`src/design/esc_pkg.sv`:
```
// Shared codes and widths for the encoder speed and calibration block.
package esc_pkg;

	typedef enum logic [2:0] {
		MODE_SAMPLE    = 3'd0,
		MODE_RESET     = 3'd1,
		MODE_CAL_START = 3'd2,
		MODE_CAL_STOP  = 3'd3,
		MODE_JUDGE     = 3'd4
	} mode_t;

	typedef enum logic [1:0] {
		SIGN_NONE = 2'd0,
		SIGN_POS  = 2'd1,
		SIGN_NEG  = 2'd2
	} dir_t;

	localparam logic [0:0] REG_COUNTS_PER_REV = 1'd0;
	localparam logic [0:0] REG_MIN_PER_REV    = 1'd1;

	localparam logic [2:0] MULT_NONE = 3'd0;
	localparam logic [2:0] MULT_2X   = 3'd2;
	localparam logic [2:0] MULT_4X   = 3'd4;

	localparam logic [12:0] K_RPM     = 13'd6000;
	localparam logic [12:0] K_PERMILL = 13'd1000;

	localparam logic [15:0] CPR_RESET  = 16'd4096;
	localparam logic [19:0] MIN_RESET  = 20'd100;
	localparam logic [15:0] CPR_FLOOR  = 16'd2;

	localparam int DIV_STEPS = 32;

endpackage

```
`src/design/encoder_speed_and_calibration.sv`:
```
// Encoder speed, running total and calibration with a bit-serial shared divider.
//
//  channel | signals                          | payload
//  --------+----------------------------------+---------------------------------------
//  input   | s_tvalid s_tready s_tdata s_tuser | tuser mode; tdata reading, revs, query
//  output  | m_tvalid m_tready m_tdata         | tdata: totals, speed, calibration, judge
//  config  | cfg_we cfg_index cfg_data        | 0 counts_per_rev, 1 min_per_rev
//
// Sample, calibration stop and judge pass through the restoring divider, which retires
// one quotient bit a cycle; judge runs it twice. Other modes go straight to the output.
// Reset clears all control and calibration state at once; no clearing pass.
// One item is in work at a time; the next is taken while the result waits on m_tready.
module encoder_speed_and_calibration
	import esc_pkg::*;
#(
	parameter int COUNTER_BITS = 16
) (
	input  logic         clk,
	input  logic         arst_n,
	input  logic         cfg_we,
	input  logic [0:0]   cfg_index,
	input  logic [19:0]  cfg_data,
	input  logic         s_tvalid,
	output logic         s_tready,
	// counter_now [15:0], cal_revs_req [31:16], per_rev_query [51:32], zero [55:52]
	input  logic [55:0]  s_tdata,
	// mode [2:0]
	input  logic [2:0]   s_tuser,
	output logic         m_tvalid,
	input  logic         m_tready,
	// total_count [31:0], last_delta [47:32], speed_rpm [76:48], cal_active [77],
	// cal_total_out [109:78], cal_revs_out [125:110], cal_flips_out [141:126],
	// cal_per_rev_out [173:142], multiplier [176:174], judge_err [207:177]
	output logic [207:0] m_tdata
);

	localparam int CW = (COUNTER_BITS < 16) ? COUNTER_BITS : 16;
	localparam int CNT_W = $clog2(DIV_STEPS);
	localparam logic [CNT_W-1:0] CNT_LAST = CNT_W'(DIV_STEPS - 1);

	typedef enum logic [4:0] {
		ST_IDLE = 5'b00001,
		ST_MUL  = 5'b00010,
		ST_DIV  = 5'b00100,
		ST_FIN  = 5'b01000,
		ST_OUT  = 5'b10000
	} state_t;

	state_t          state_q;
	logic [2:0]      mode_q;
	logic [19:0]     query_q;
	logic            phase_q;

	logic [15:0]     cpr_q;
	logic [19:0]     min_q;

	logic [CW-1:0]   prev_q;
	logic [31:0]     total_q;
	logic [15:0]     delta_q;
	logic [28:0]     rpm_q;
	logic            cal_on_q;
	logic [15:0]     revs_held_q;
	logic [15:0]     flips_q;
	logic [1:0]      sign_q;
	logic [31:0]     lat_total_q;
	logic [15:0]     lat_revs_q;
	logic [15:0]     lat_flips_q;
	logic [31:0]     lat_per_rev_q;
	logic [2:0]      mult_q;
	logic [30:0]     err_q;
	logic [30:0]     e4_q;
	logic [30:0]     mag4_q;

	logic [31:0]     num_q;
	logic [15:0]     rem_q;
	logic [15:0]     den_q;
	logic            neg_q;
	logic [CNT_W-1:0] cnt_q;

	logic            m_tvalid_q;
	logic [207:0]    m_tdata_q;

	logic            accept;
	logic [CW-1:0]   now_c;
	logic [15:0]     delta_c;
	logic [15:0]     revs_c;
	logic [1:0]      dir_c;
	logic [15:0]     eff_cpr;
	logic [15:0]     t_sel;
	logic [20:0]     diff_c;
	logic [15:0]     delta_mag;
	logic [31:0]     total_mag;
	logic [20:0]     mul_mag;
	logic [12:0]     mul_k;
	logic [33:0]     prod_c;
	logic [31:0]     num_c;
	logic [15:0]     den_c;
	logic            neg_c;
	logic [16:0]     trial;
	logic            qbit;
	logic [31:0]     quot_s;
	logic            out_free;

	assign s_tready = (state_q == ST_IDLE);
	assign accept   = s_tvalid && s_tready;
	assign m_tvalid = m_tvalid_q;
	assign m_tdata  = m_tdata_q;
	assign out_free = !m_tvalid_q || m_tready;

	assign now_c   = s_tdata[CW-1:0];
	assign delta_c = 16'(now_c) - 16'(prev_q);
	assign revs_c  = s_tdata[31:16];
	assign dir_c   = delta_c[15] ? SIGN_NEG : SIGN_POS;

	assign eff_cpr = (cpr_q < CPR_FLOOR) ? CPR_FLOOR : cpr_q;
	assign t_sel   = phase_q ? {1'b0, eff_cpr[15:1]} : eff_cpr;
	assign diff_c  = {1'b0, query_q} - {5'b0, t_sel};

	assign delta_mag = delta_q[15] ? (16'd0 - delta_q) : delta_q;
	assign total_mag = total_q[31] ? (32'd0 - total_q) : total_q;

	always_comb begin
		mul_mag = 21'd0;
		mul_k   = K_RPM;
		neg_c   = 1'b0;
		den_c   = eff_cpr;
		unique case (mode_q)
			MODE_SAMPLE: begin
				mul_mag = 21'(delta_mag);
				mul_k   = K_RPM;
				neg_c   = delta_q[15];
				den_c   = eff_cpr;
			end
			MODE_JUDGE: begin
				mul_mag = diff_c[20] ? (21'd0 - diff_c) : diff_c;
				mul_k   = K_PERMILL;
				neg_c   = diff_c[20];
				den_c   = t_sel;
			end
			default: begin
				mul_mag = 21'd0;
				mul_k   = K_RPM;
				neg_c   = 1'b0;
				den_c   = revs_held_q;
			end
		endcase
	end

	assign prod_c = 34'(mul_mag) * 34'(mul_k);
	assign num_c  = (mode_q == MODE_CAL_STOP) ? total_mag : prod_c[31:0];

	assign trial  = {rem_q, num_q[31]};
	assign qbit   = (trial >= {1'b0, den_q});
	assign quot_s = neg_q ? (32'd0 - num_q) : num_q;

	always_ff @(posedge clk or negedge arst_n) begin
		if (!arst_n) begin
			cpr_q <= CPR_RESET;
			min_q <= MIN_RESET;
		end else if (cfg_we) begin
			unique case (cfg_index)
				REG_COUNTS_PER_REV: cpr_q <= cfg_data[15:0];
				REG_MIN_PER_REV:    min_q <= cfg_data;
				default: ;
			endcase
		end
	end

	always_ff @(posedge clk) begin
		if (state_q == ST_MUL) begin
			num_q <= num_c;
			den_q <= den_c;
			neg_q <= neg_c;
			rem_q <= 16'd0;
		end else if (state_q == ST_DIV) begin
			num_q <= {num_q[30:0], qbit};
			rem_q <= qbit ? 16'(trial - {1'b0, den_q}) : trial[15:0];
		end
		if (accept) begin
			query_q <= s_tdata[51:32];
		end
		if (state_q == ST_OUT && out_free) begin
			m_tdata_q <= {err_q, mult_q, lat_per_rev_q, lat_flips_q, lat_revs_q, lat_total_q,
				cal_on_q, rpm_q, delta_q, total_q};
		end
	end

	always_ff @(posedge clk or negedge arst_n) begin
		if (!arst_n) begin
			state_q       <= ST_IDLE;
			mode_q        <= MODE_SAMPLE;
			phase_q       <= 1'b0;
			cnt_q         <= '0;
			prev_q        <= '0;
			total_q       <= '0;
			delta_q       <= '0;
			rpm_q         <= '0;
			cal_on_q      <= 1'b0;
			revs_held_q   <= 16'd1;
			flips_q       <= '0;
			sign_q        <= SIGN_NONE;
			lat_total_q   <= '0;
			lat_revs_q    <= '0;
			lat_flips_q   <= '0;
			lat_per_rev_q <= '0;
			mult_q        <= MULT_NONE;
			err_q         <= '0;
			e4_q          <= '0;
			mag4_q        <= '0;
			m_tvalid_q    <= 1'b0;
		end else begin
			if (state_q == ST_OUT && out_free) begin
				m_tvalid_q <= 1'b1;
			end else if (m_tvalid_q && m_tready) begin
				m_tvalid_q <= 1'b0;
			end
			unique case (state_q)
				ST_IDLE: begin
					if (accept) begin
						mode_q  <= s_tuser;
						phase_q <= 1'b0;
						mult_q  <= MULT_NONE;
						err_q   <= '0;
						unique case (s_tuser)
							MODE_SAMPLE: begin
								prev_q  <= now_c;
								delta_q <= delta_c;
								total_q <= total_q + {{16{delta_c[15]}}, delta_c};
								if (cal_on_q && delta_c != 16'd0) begin
									if (sign_q != SIGN_NONE && dir_c != sign_q) begin
										flips_q <= flips_q + 16'd1;
									end
									sign_q <= dir_c;
								end
								state_q <= ST_MUL;
							end
							MODE_RESET: begin
								prev_q  <= now_c;
								total_q <= '0;
								delta_q <= '0;
								rpm_q   <= '0;
								state_q <= ST_OUT;
							end
							MODE_CAL_START: begin
								prev_q      <= now_c;
								total_q     <= '0;
								delta_q     <= '0;
								rpm_q       <= '0;
								revs_held_q <= (revs_c == 16'd0) ? 16'd1 : revs_c;
								flips_q     <= '0;
								sign_q      <= SIGN_NONE;
								cal_on_q    <= 1'b1;
								state_q     <= ST_OUT;
							end
							MODE_CAL_STOP: begin
								cal_on_q    <= 1'b0;
								lat_total_q <= total_q;
								lat_revs_q  <= revs_held_q;
								lat_flips_q <= flips_q;
								state_q     <= ST_MUL;
							end
							MODE_JUDGE: begin
								state_q <= ST_MUL;
							end
							default: state_q <= ST_OUT;
						endcase
					end
				end
				ST_MUL: begin
					cnt_q   <= '0;
					state_q <= ST_DIV;
				end
				ST_DIV: begin
					cnt_q <= cnt_q + CNT_W'(1);
					if (cnt_q == CNT_LAST) begin
						state_q <= ST_FIN;
					end
				end
				ST_FIN: begin
					unique case (mode_q)
						MODE_SAMPLE: begin
							rpm_q   <= quot_s[28:0];
							state_q <= ST_OUT;
						end
						MODE_CAL_STOP: begin
							lat_per_rev_q <= num_q;
							state_q       <= ST_OUT;
						end
						MODE_JUDGE: begin
							if (!phase_q) begin
								e4_q    <= quot_s[30:0];
								mag4_q  <= num_q[30:0];
								phase_q <= 1'b1;
								state_q <= ST_MUL;
							end else begin
								state_q <= ST_OUT;
								if (query_q < min_q) begin
									mult_q <= MULT_NONE;
									err_q  <= '0;
								end else if (mag4_q <= num_q[30:0]) begin
									mult_q <= MULT_4X;
									err_q  <= e4_q;
								end else begin
									mult_q <= MULT_2X;
									err_q  <= quot_s[30:0];
								end
							end
						end
						default: state_q <= ST_OUT;
					endcase
				end
				ST_OUT: begin
					if (out_free) begin
						state_q <= ST_IDLE;
					end
				end
				default: state_q <= ST_IDLE;
			endcase
		end
	end

endmodule
```
`config.mk`:
```
export PLATFORM = sky130hd
export DESIGN_NAME = encoder_speed_and_calibration
export DESIGN_NICKNAME = d
export VERILOG_FILES = /design/src/design/esc_pkg.sv /design/src/design/encoder_speed_and_calibration.sv
export SDC_FILE = /design/constraint.sdc
export NUM_CORES = 2
export LEC_CHECK = 0
export BUFFER_PORTS_ARGS = -buffer_cell sky130_fd_sc_hd__buf_2
export CAP_MARGIN = 20
export CORE_MARGIN = 4
export CORE_UTILIZATION = 55
export CTS_BUF_LIST = sky130_fd_sc_hd__clkbuf_16
export DETAILED_ROUTE_END_ITERATION = 10
export MAX_ROUTING_LAYER = met4
export PLACE_DENSITY_LB_ADDON = 0.25
export SETUP_SLACK_MARGIN = 0.05
export SKIP_LAST_GASP = 1
export SLEW_MARGIN = 10
export SYNTH_ARGS = -nofsm -noshare
export SYNTH_HDL_FRONTEND = slang
export SYNTH_SLANG_ARGS = --single-unit
```
`constraint.sdc`:
```
create_clock -name clk -period 26.6 [get_ports clk]
set_input_delay 2.66 -clock clk [delete_from_list [all_inputs] [get_ports clk]]
set_output_delay 2.66 -clock clk [all_outputs]
set_load 0.02 [all_outputs]
```
Word level (Yosys, flattened, before mapping)
Index checks and enable logic that the tools add are counted.
{"block": "totals", "regBits": 664, "wordCells": 158}
{"block": "classes", "n_mux": 53, "magnitude_cmp": 4, "n_eq_ne": 22, "reduce_logical": 37, "bitwise_logic": 2, "n_mul": 1, "add_sub_neg": 10}
{"op": "31-bit 2-to-1 mux", "count": 6}
{"op": "32-bit 2-to-1 mux", "count": 4}
{"op": "16-bit 2-to-1 mux", "count": 7}
{"op": "16-bit one-hot mux with 2 select lines", "count": 3}
{"op": "29-bit 2-to-1 mux", "count": 3}
{"op": "32-bit one-hot mux with 2 select lines", "count": 1}
{"op": "31-bit one-hot mux with 2 select lines", "count": 1}
{"op": "29-bit one-hot mux with 2 select lines", "count": 1}
{"op": "21-bit one-hot mux with 2 select lines", "count": 1}
{"op": "32-bit adder", "count": 1}
{"op": "21-bit by 13-bit multiplier with 32-bit output", "count": 1}
{"op": "1-bit by 32-bit subtractor with 32-bit output (first input constant)", "count": 1}
{"op": "16-bit subtractor", "count": 2}
{"op": "31-bit <= comparator", "count": 1}
{"op": "1-bit by 31-bit subtractor with 31-bit output (first input constant)", "count": 1}
{"op": "5-bit 2-to-1 mux", "count": 6}
{"op": "5-bit one-hot mux with 5 select lines", "count": 1}
{"op": "3-bit AND reduction", "count": 8}
{"op": "21-bit 2-to-1 mux", "count": 1}
{"op": "1-bit by 21-bit subtractor with 21-bit output (first input constant)", "count": 1}
{"op": "20-bit by 16-bit subtractor with 21-bit output", "count": 1}
{"op": "20-bit < comparator", "count": 1}
{"op": "17-bit by 16-bit greater-or-equal comparator with 1-bit output", "count": 1}
{"op": "16-bit by 1-bit adder with 16-bit output (second input constant)", "count": 1}
{"op": "other kinds (35)", "count": 74}

Logic depth before layout (Yosys ltp)
{"block": "logic_depth", "depth_word": 10, "depth_mapped": 38, "depth_no_buf": 38}

Worst setup path after synthesis
OpenSTA, ideal clock, no wires.
{"block": "synth_timing", "kind": "in2reg", "from": "input port m_tready", "to": "register m_tdata_q[0] (netlist: m_tdata[0]) (enable)", "path_buffers": 0, "setup_slack_ps": 13926, "path_stages": 2, "setup_time_ps": 799, "required_ps": 25801, "t_arrival_ps": 11875, "cell_sequence": "nand2b_1 > nor2b_1"}
{"block": "synth_between", "elab_chain_cells": 2}
{"item": "from (decl)", "line_no": "encoder_speed_and_calibration.sv:30", "rtl": "input logic m_tready,"}
{"item": "1-bit logical OR", "line_no": "encoder_speed_and_calibration.sv:108", "rtl": "assign out_free = !m_tvalid_q || m_tready;"}
{"item": "1-bit logical AND", "line_no": "encoder_speed_and_calibration.sv:182", "rtl": "if (state_q == ST_OUT && out_free) begin"}
{"item": "to (signal assigned)", "line_no": "encoder_speed_and_calibration.sv:183", "rtl": "m_tdata_q <= {err_q, mult_q, lat_per_rev_q, lat_flips_q, lat_revs_q, lat_total_q,"}
{"item": "to (decl)", "line_no": "encoder_speed_and_calibration.sv:81", "rtl": "logic [207:0] m_tdata_q;"}
No other way between the ends.
A chain may end at the register's enable or synchronous reset.

Worst setup path after layout
{"block": "layout_timing", "from": "register cpr_q[14]", "to": "register num_q[30], data pin"}
{"block": "layout_between", "elab_chain_cells": 10}
{"item": "from (decl)", "line_no": "encoder_speed_and_calibration.sv:54", "rtl": "logic [15:0] cpr_q;"}
{"item": "from (signal assigned)", "line_no": "encoder_speed_and_calibration.sv:162", "rtl": "REG_COUNTS_PER_REV: cpr_q <= cfg_data[15:0];"}
{"item": "16-bit by 2-bit < comparator with 1-bit output", "line_no": "encoder_speed_and_calibration.sv:115", "rtl": "assign eff_cpr = (cpr_q < CPR_FLOOR) ? CPR_FLOOR : cpr_q;"}
{"item": "16-bit 2-to-1 mux (*)", "line_no": "encoder_speed_and_calibration.sv:115"}
{"item": "16-bit 2-to-1 mux (*)", "line_no": "encoder_speed_and_calibration.sv:116", "rtl": "assign t_sel = phase_q ? {1'b0, eff_cpr[15:1]} : eff_cpr;"}
{"item": "20-bit by 16-bit subtractor with 21-bit output (*)", "line_no": "encoder_speed_and_calibration.sv:117", "rtl": "assign diff_c = {1'b0, query_q} - {5'b0, t_sel};"}
{"item": "1-bit by 21-bit subtractor with 21-bit output", "line_no": "encoder_speed_and_calibration.sv:135", "rtl": "mul_mag = diff_c[20] ? (21'd0 - diff_c) : diff_c;"}
{"item": "21-bit 2-to-1 mux (*)", "line_no": "encoder_speed_and_calibration.sv:135"}
{"item": "21-bit one-hot mux with 2 select lines (*)", "line_no": "encoder_speed_and_calibration.sv:127", "rtl": "unique case (mode_q)"}
{"item": "21-bit by 13-bit multiplier with 32-bit output (*)", "line_no": "encoder_speed_and_calibration.sv:149", "rtl": "assign prod_c = 34'(mul_mag) * 34'(mul_k);"}
{"item": "32-bit 2-to-1 mux (*)", "line_no": "encoder_speed_and_calibration.sv:150", "rtl": "assign num_c = (mode_q == MODE_CAL_STOP) ? total_mag : prod_c[31:0];"}
{"item": "32-bit 2-to-1 mux (*)", "line_no": "encoder_speed_and_calibration.sv:170", "rtl": "if (state_q == ST_MUL) begin"}
{"item": "to (signal assigned)", "line_no": "encoder_speed_and_calibration.sv:171", "rtl": "num_q <= num_c;"}
{"item": "to (signal assigned)", "line_no": "encoder_speed_and_calibration.sv:176", "rtl": "num_q <= {num_q[30:0], qbit};"}
{"item": "to (decl)", "line_no": "encoder_speed_and_calibration.sv:74", "rtl": "logic [31:0] num_q;"}
Every way passes the cells marked *; elsewhere a longest branch is shown, timed or not.

==> impl_summary.txt <==
----------------------------------------------------
[Power and ir drop]
  Leakage power ... 19.56 nW
  Max VDD drop ... 0.1318 mV
  Overall power ... 5.534 mW
  Power density normalized to cell area ... 131.5 nW/um^2

[Clocking]
  TritonCTS clock tree ... yes
  Root cell of the clock tree ... sky130_fd_sc_hd__clkbuf_16
  Clock sink total ... 661
  Inserted Clock Buffers ... 68
  CTS H-Tree Depth ... 3
  Setup fix buffers added after clock tree synthesis ... 0
  Clock Latency Late Sink ... 0.60 ns
  Clock Tree Buf Depth ... 3
  Post-cts resize count ... 0
  Hold bufs inserted after CTS ... 0
  Clock transition at the register clock pins on the worst setup and hold paths after CTS ... 0.06 ns

[STA]
  Max Clock Skew ... 0.01267 ns
  Worst slew margin relative to its limit ... 19.29%
  Setup repair after global routing missed its margin ... no
  Slew @ Worst Pin ... 1.192 ns
  Final max-slew violation count ... 0
  Total negative slack for setup checks ... 0 ns
  Fin worst setup slack ... 16.38 ns
  Period utilisation layout ... 38.42%
  Achievable Freq ... 97.86 MHz
  Count of endpoints failing setup in the final report ... 0
  Worst slack on hold paths ... 0.4400 ns
  Post-route minimum period ... 10.22 ns
  Final Hold Vio Count ... 0

[Floorplanning]
  FP Rows ... 95
  Initial cell density of the core ... 55.63%
  Die width ... 269.1 um
  Die outline area ... 72400 sq um
  Die outline height ... 269.1 um
  Placeable Area ... 67400 sq um
  Io pins ... 295

[Drt]
  Initial drt markers ... 1836
  Post-detailed-routing wire length ... 90.03 mm
  Number of iterations in the first detailed-routing pass ... 5
  Remaining antenna violation count after routing ... 0
  Vias per Instance ... 5.684
  Vias ... 26.40k
  Remaining design rule violation count ... 0
  Routed wirelength normalized by instance count ... 19.39 um

[Logic synthesis]
  Total standard cell area after synthesis ... 37490 sq um
  Number of enable flip-flop cells after synthesis ... 276
  Fraction of the mapped netlist area in compound gates ... 12.04%
  Dominant combinational cell family by area after synthesis ... adder cells
  Cells taking the most area after synthesis ... sky130_fd_sc_hd__dfrtp_1, sky130_fd_sc_hd__edfxtp_1, sky130_fd_sc_hd__ha_1
  Library cell occupying the most area in the post-synthesis netlist ... sky130_fd_sc_hd__dfrtp_1
  Share of the synthesized netlist area taken by xor and xnor gates ... 3.785%
  Synth Area in Simple Gates ... 10.60%
  Synthesized netlist cell count ... 3428
  Share of cell area taken by muxes after synthesis ... 6.755%
  Adder-cell share of the synthesized area ... 14.70%
  Total of flip-flops plus latches after synthesis ... 661
  Number of distinct library cells after synthesis ... 84
  Share of the synthesized area in the top cell type ... 24.23%
  Async set-or-reset flop fraction in the synthesized netlist ... 55.82%
  Yosys warning count ... 0
  Synth Area per Inst ... 10.94 sq um
  Sequential fraction of the synthesis area ... 47.61%
  Top_reg_cell synth ... sky130_fd_sc_hd__dfrtp_1

[Setup path]
  Cell with the largest stage delay on the worst path ... sky130_fd_sc_hd__fa_1
  Maximum cell stage delay along the critical path ... 0.56 ns
  Endpoint arrival time on the critical path ... 10.68 ns
  Kind of end point of the critical path ... flip-flop
  Setup Crit Path Kind ... reg -> reg
  Maximum fanout along the worst path ... 8
  Most frequent CP cell ... sky130_fd_sc_hd__fa_1
  Endpoint required time on the critical path ... 27.06 ns
  Type of element launching the critical path ... flip-flop

[Layout]
  Share of layout cells above drive strength 1 ... 16.85%
  Net count of the finished layout ... 4162
  Layout area overhead ... 12.23%
  Filler cell count ... 5445
  Final std cell area, no fill ... 42070 sq um

[Worst hold path]
  Hold Path Class ... reg -> reg

[GRT]
  Pin count of the biggest net entering global routing ... 113
  Total global routing overflow ... 0
  Number of global-route vias before repair ... 25.89k
  Global router's overall resource usage ... 25.64%
  Initial antenna violation count ... 0
  First-pass GRT wire length ... 142.0 mm

[Placement]
  Area post-placement ... 39940 sq um
  Final Wtd Congestion ... 0.9553
  Count of port buffers added during placement ... 289
  Setup slack at placement ... 16.45 ns
  Detailed placement HPWL ... 67.38 mm

[Run]
  Maximum capacitance violations ... 0

[Status]
  Outcome ... completed

----------------------------------------------------
## metal layers
metal / share of wire (%) / vias to the layer above / track usage (%) / wire length [um]
met4: 3.1 / 0 / 7.785 / 2785
met2: 48 / 733 / 41.64 / 43100
met5: 0 / - / - / 0
li1: - / 12660 / - / -
met1: 44 / 12850 / 34.04 / 39310
met3: 5.4 / 156 / 3.477 / 4839
## layout make-up
class / instances / area (sq um) / area share [%]
tap: 873 / 1092 / 2.596
clock inverter: 53 / 394.1 / 0.9367
inverter: 326 / 1224 / 2.908
multi-input combinational: 2340 / 18080 / 42.98
sequential: 661 / 17850 / 42.42
antenna: 2 / 5.005 / 0.01190
timing repair buffer: 320 / 1700 / 4.041
clock buffer: 69 / 1727 / 4.104
## sequential cells by signal, summed over array words and instances, names as in the netlist, 20 cells and up
name	flops
e4_q	31
rpm_q	29
mag4_q	30
num_q	32
total_q	32
err_q	31
lat_total_q	32
query_q	20
min_q	20
lat_per_rev_q	32
m_tdata	207
## final timing paths
check | start | endpoint | slack [ns] | cells past startpoint
max | cpr_q[14] | num_q[30] | 16.38 | 35
min | lat_revs_q[9] | m_tdata[119] | 0.44 | 0
max reg2reg | cpr_q[14] | num_q[30] | 16.38 | 35
min reg2reg | lat_revs_q[9] | m_tdata[119] | 0.44 | 0
max in group asynchronous | arst_n | min_q[19] | 22.27 | 3
min in group asynchronous | arst_n | err_q[24] | 2.13 | 1
## synth_stat cells, drive strengths merged (46+ instances only)
| cell | n |
|---|---|
| nor3 | 49 |
| mux2i | 76 |
| nand2 | 356 |
| inv | 325 |
| dfrtp | 363 |
| o21ai | 271 |
| fa | 134 |
| a21o | 55 |
| xor2 | 69 |
| a21oi | 153 |
| mux2 | 157 |
| nor2 | 153 |
| xnor2 | 93 |
| clkbuf | 107 |
| o31ai | 46 |
| ha | 226 |
| edfxtp | 276 |
## cell families (layout without fill, tap and decap cells)
logic type,count (synthesis),in the layout
flip-flops,661,661
AO/OA/AOI/OAI,725,725
AND/OR/NAND/NOR,841,841
buffers and inverters,444,768
other,2,21
adder cells (fa/ha/maj),360,360
multiplexers,233,233
XOR/XNOR,162,162
## metrics by stage
step,utilization (%),cells
floorplan,-,3445
global placement,59.24,4518
detailed placement,59.26,4519
CTS,62.40,4641
global route,62.42,4642
finish,62.43,4644
## report_power, final
group / internal [mW] / total, mW / switching, mW
sequential: 1.26 / 1.43 / 0.169
combinational: 1.22 / 3.19 / 1.96
clock: 0.522 / 0.917 / 0.396
## layout by cell type (no fill, tap or decap), drive strengths merged, types with 46 or more instances in the layout
master / n
nor3: 49
xor2: 69
a21oi: 153
buf: 320
dfrtp: 363
o31ai: 46
inv: 343
ha: 226
mux2i: 76
edfxtp: 276
a21o: 55
mux2: 157
nand2: 356
xnor2: 93
clkbuf: 69
nor2: 153
o21ai: 271
fa: 134
## worst max-delay path: cells and delay by family (launching register included)
family,cells,cell delay (ns)
flip-flops,1,0.43
AND/OR/NAND/NOR,5,0.96
AO/OA/AOI/OAI,15,4.15
adder cells (fa/ha/maj),8,3.61
buffers and inverters,5,0.39
XOR/XNOR,2,0.53
No activity file was read; power rests on OpenSTA's default activity.
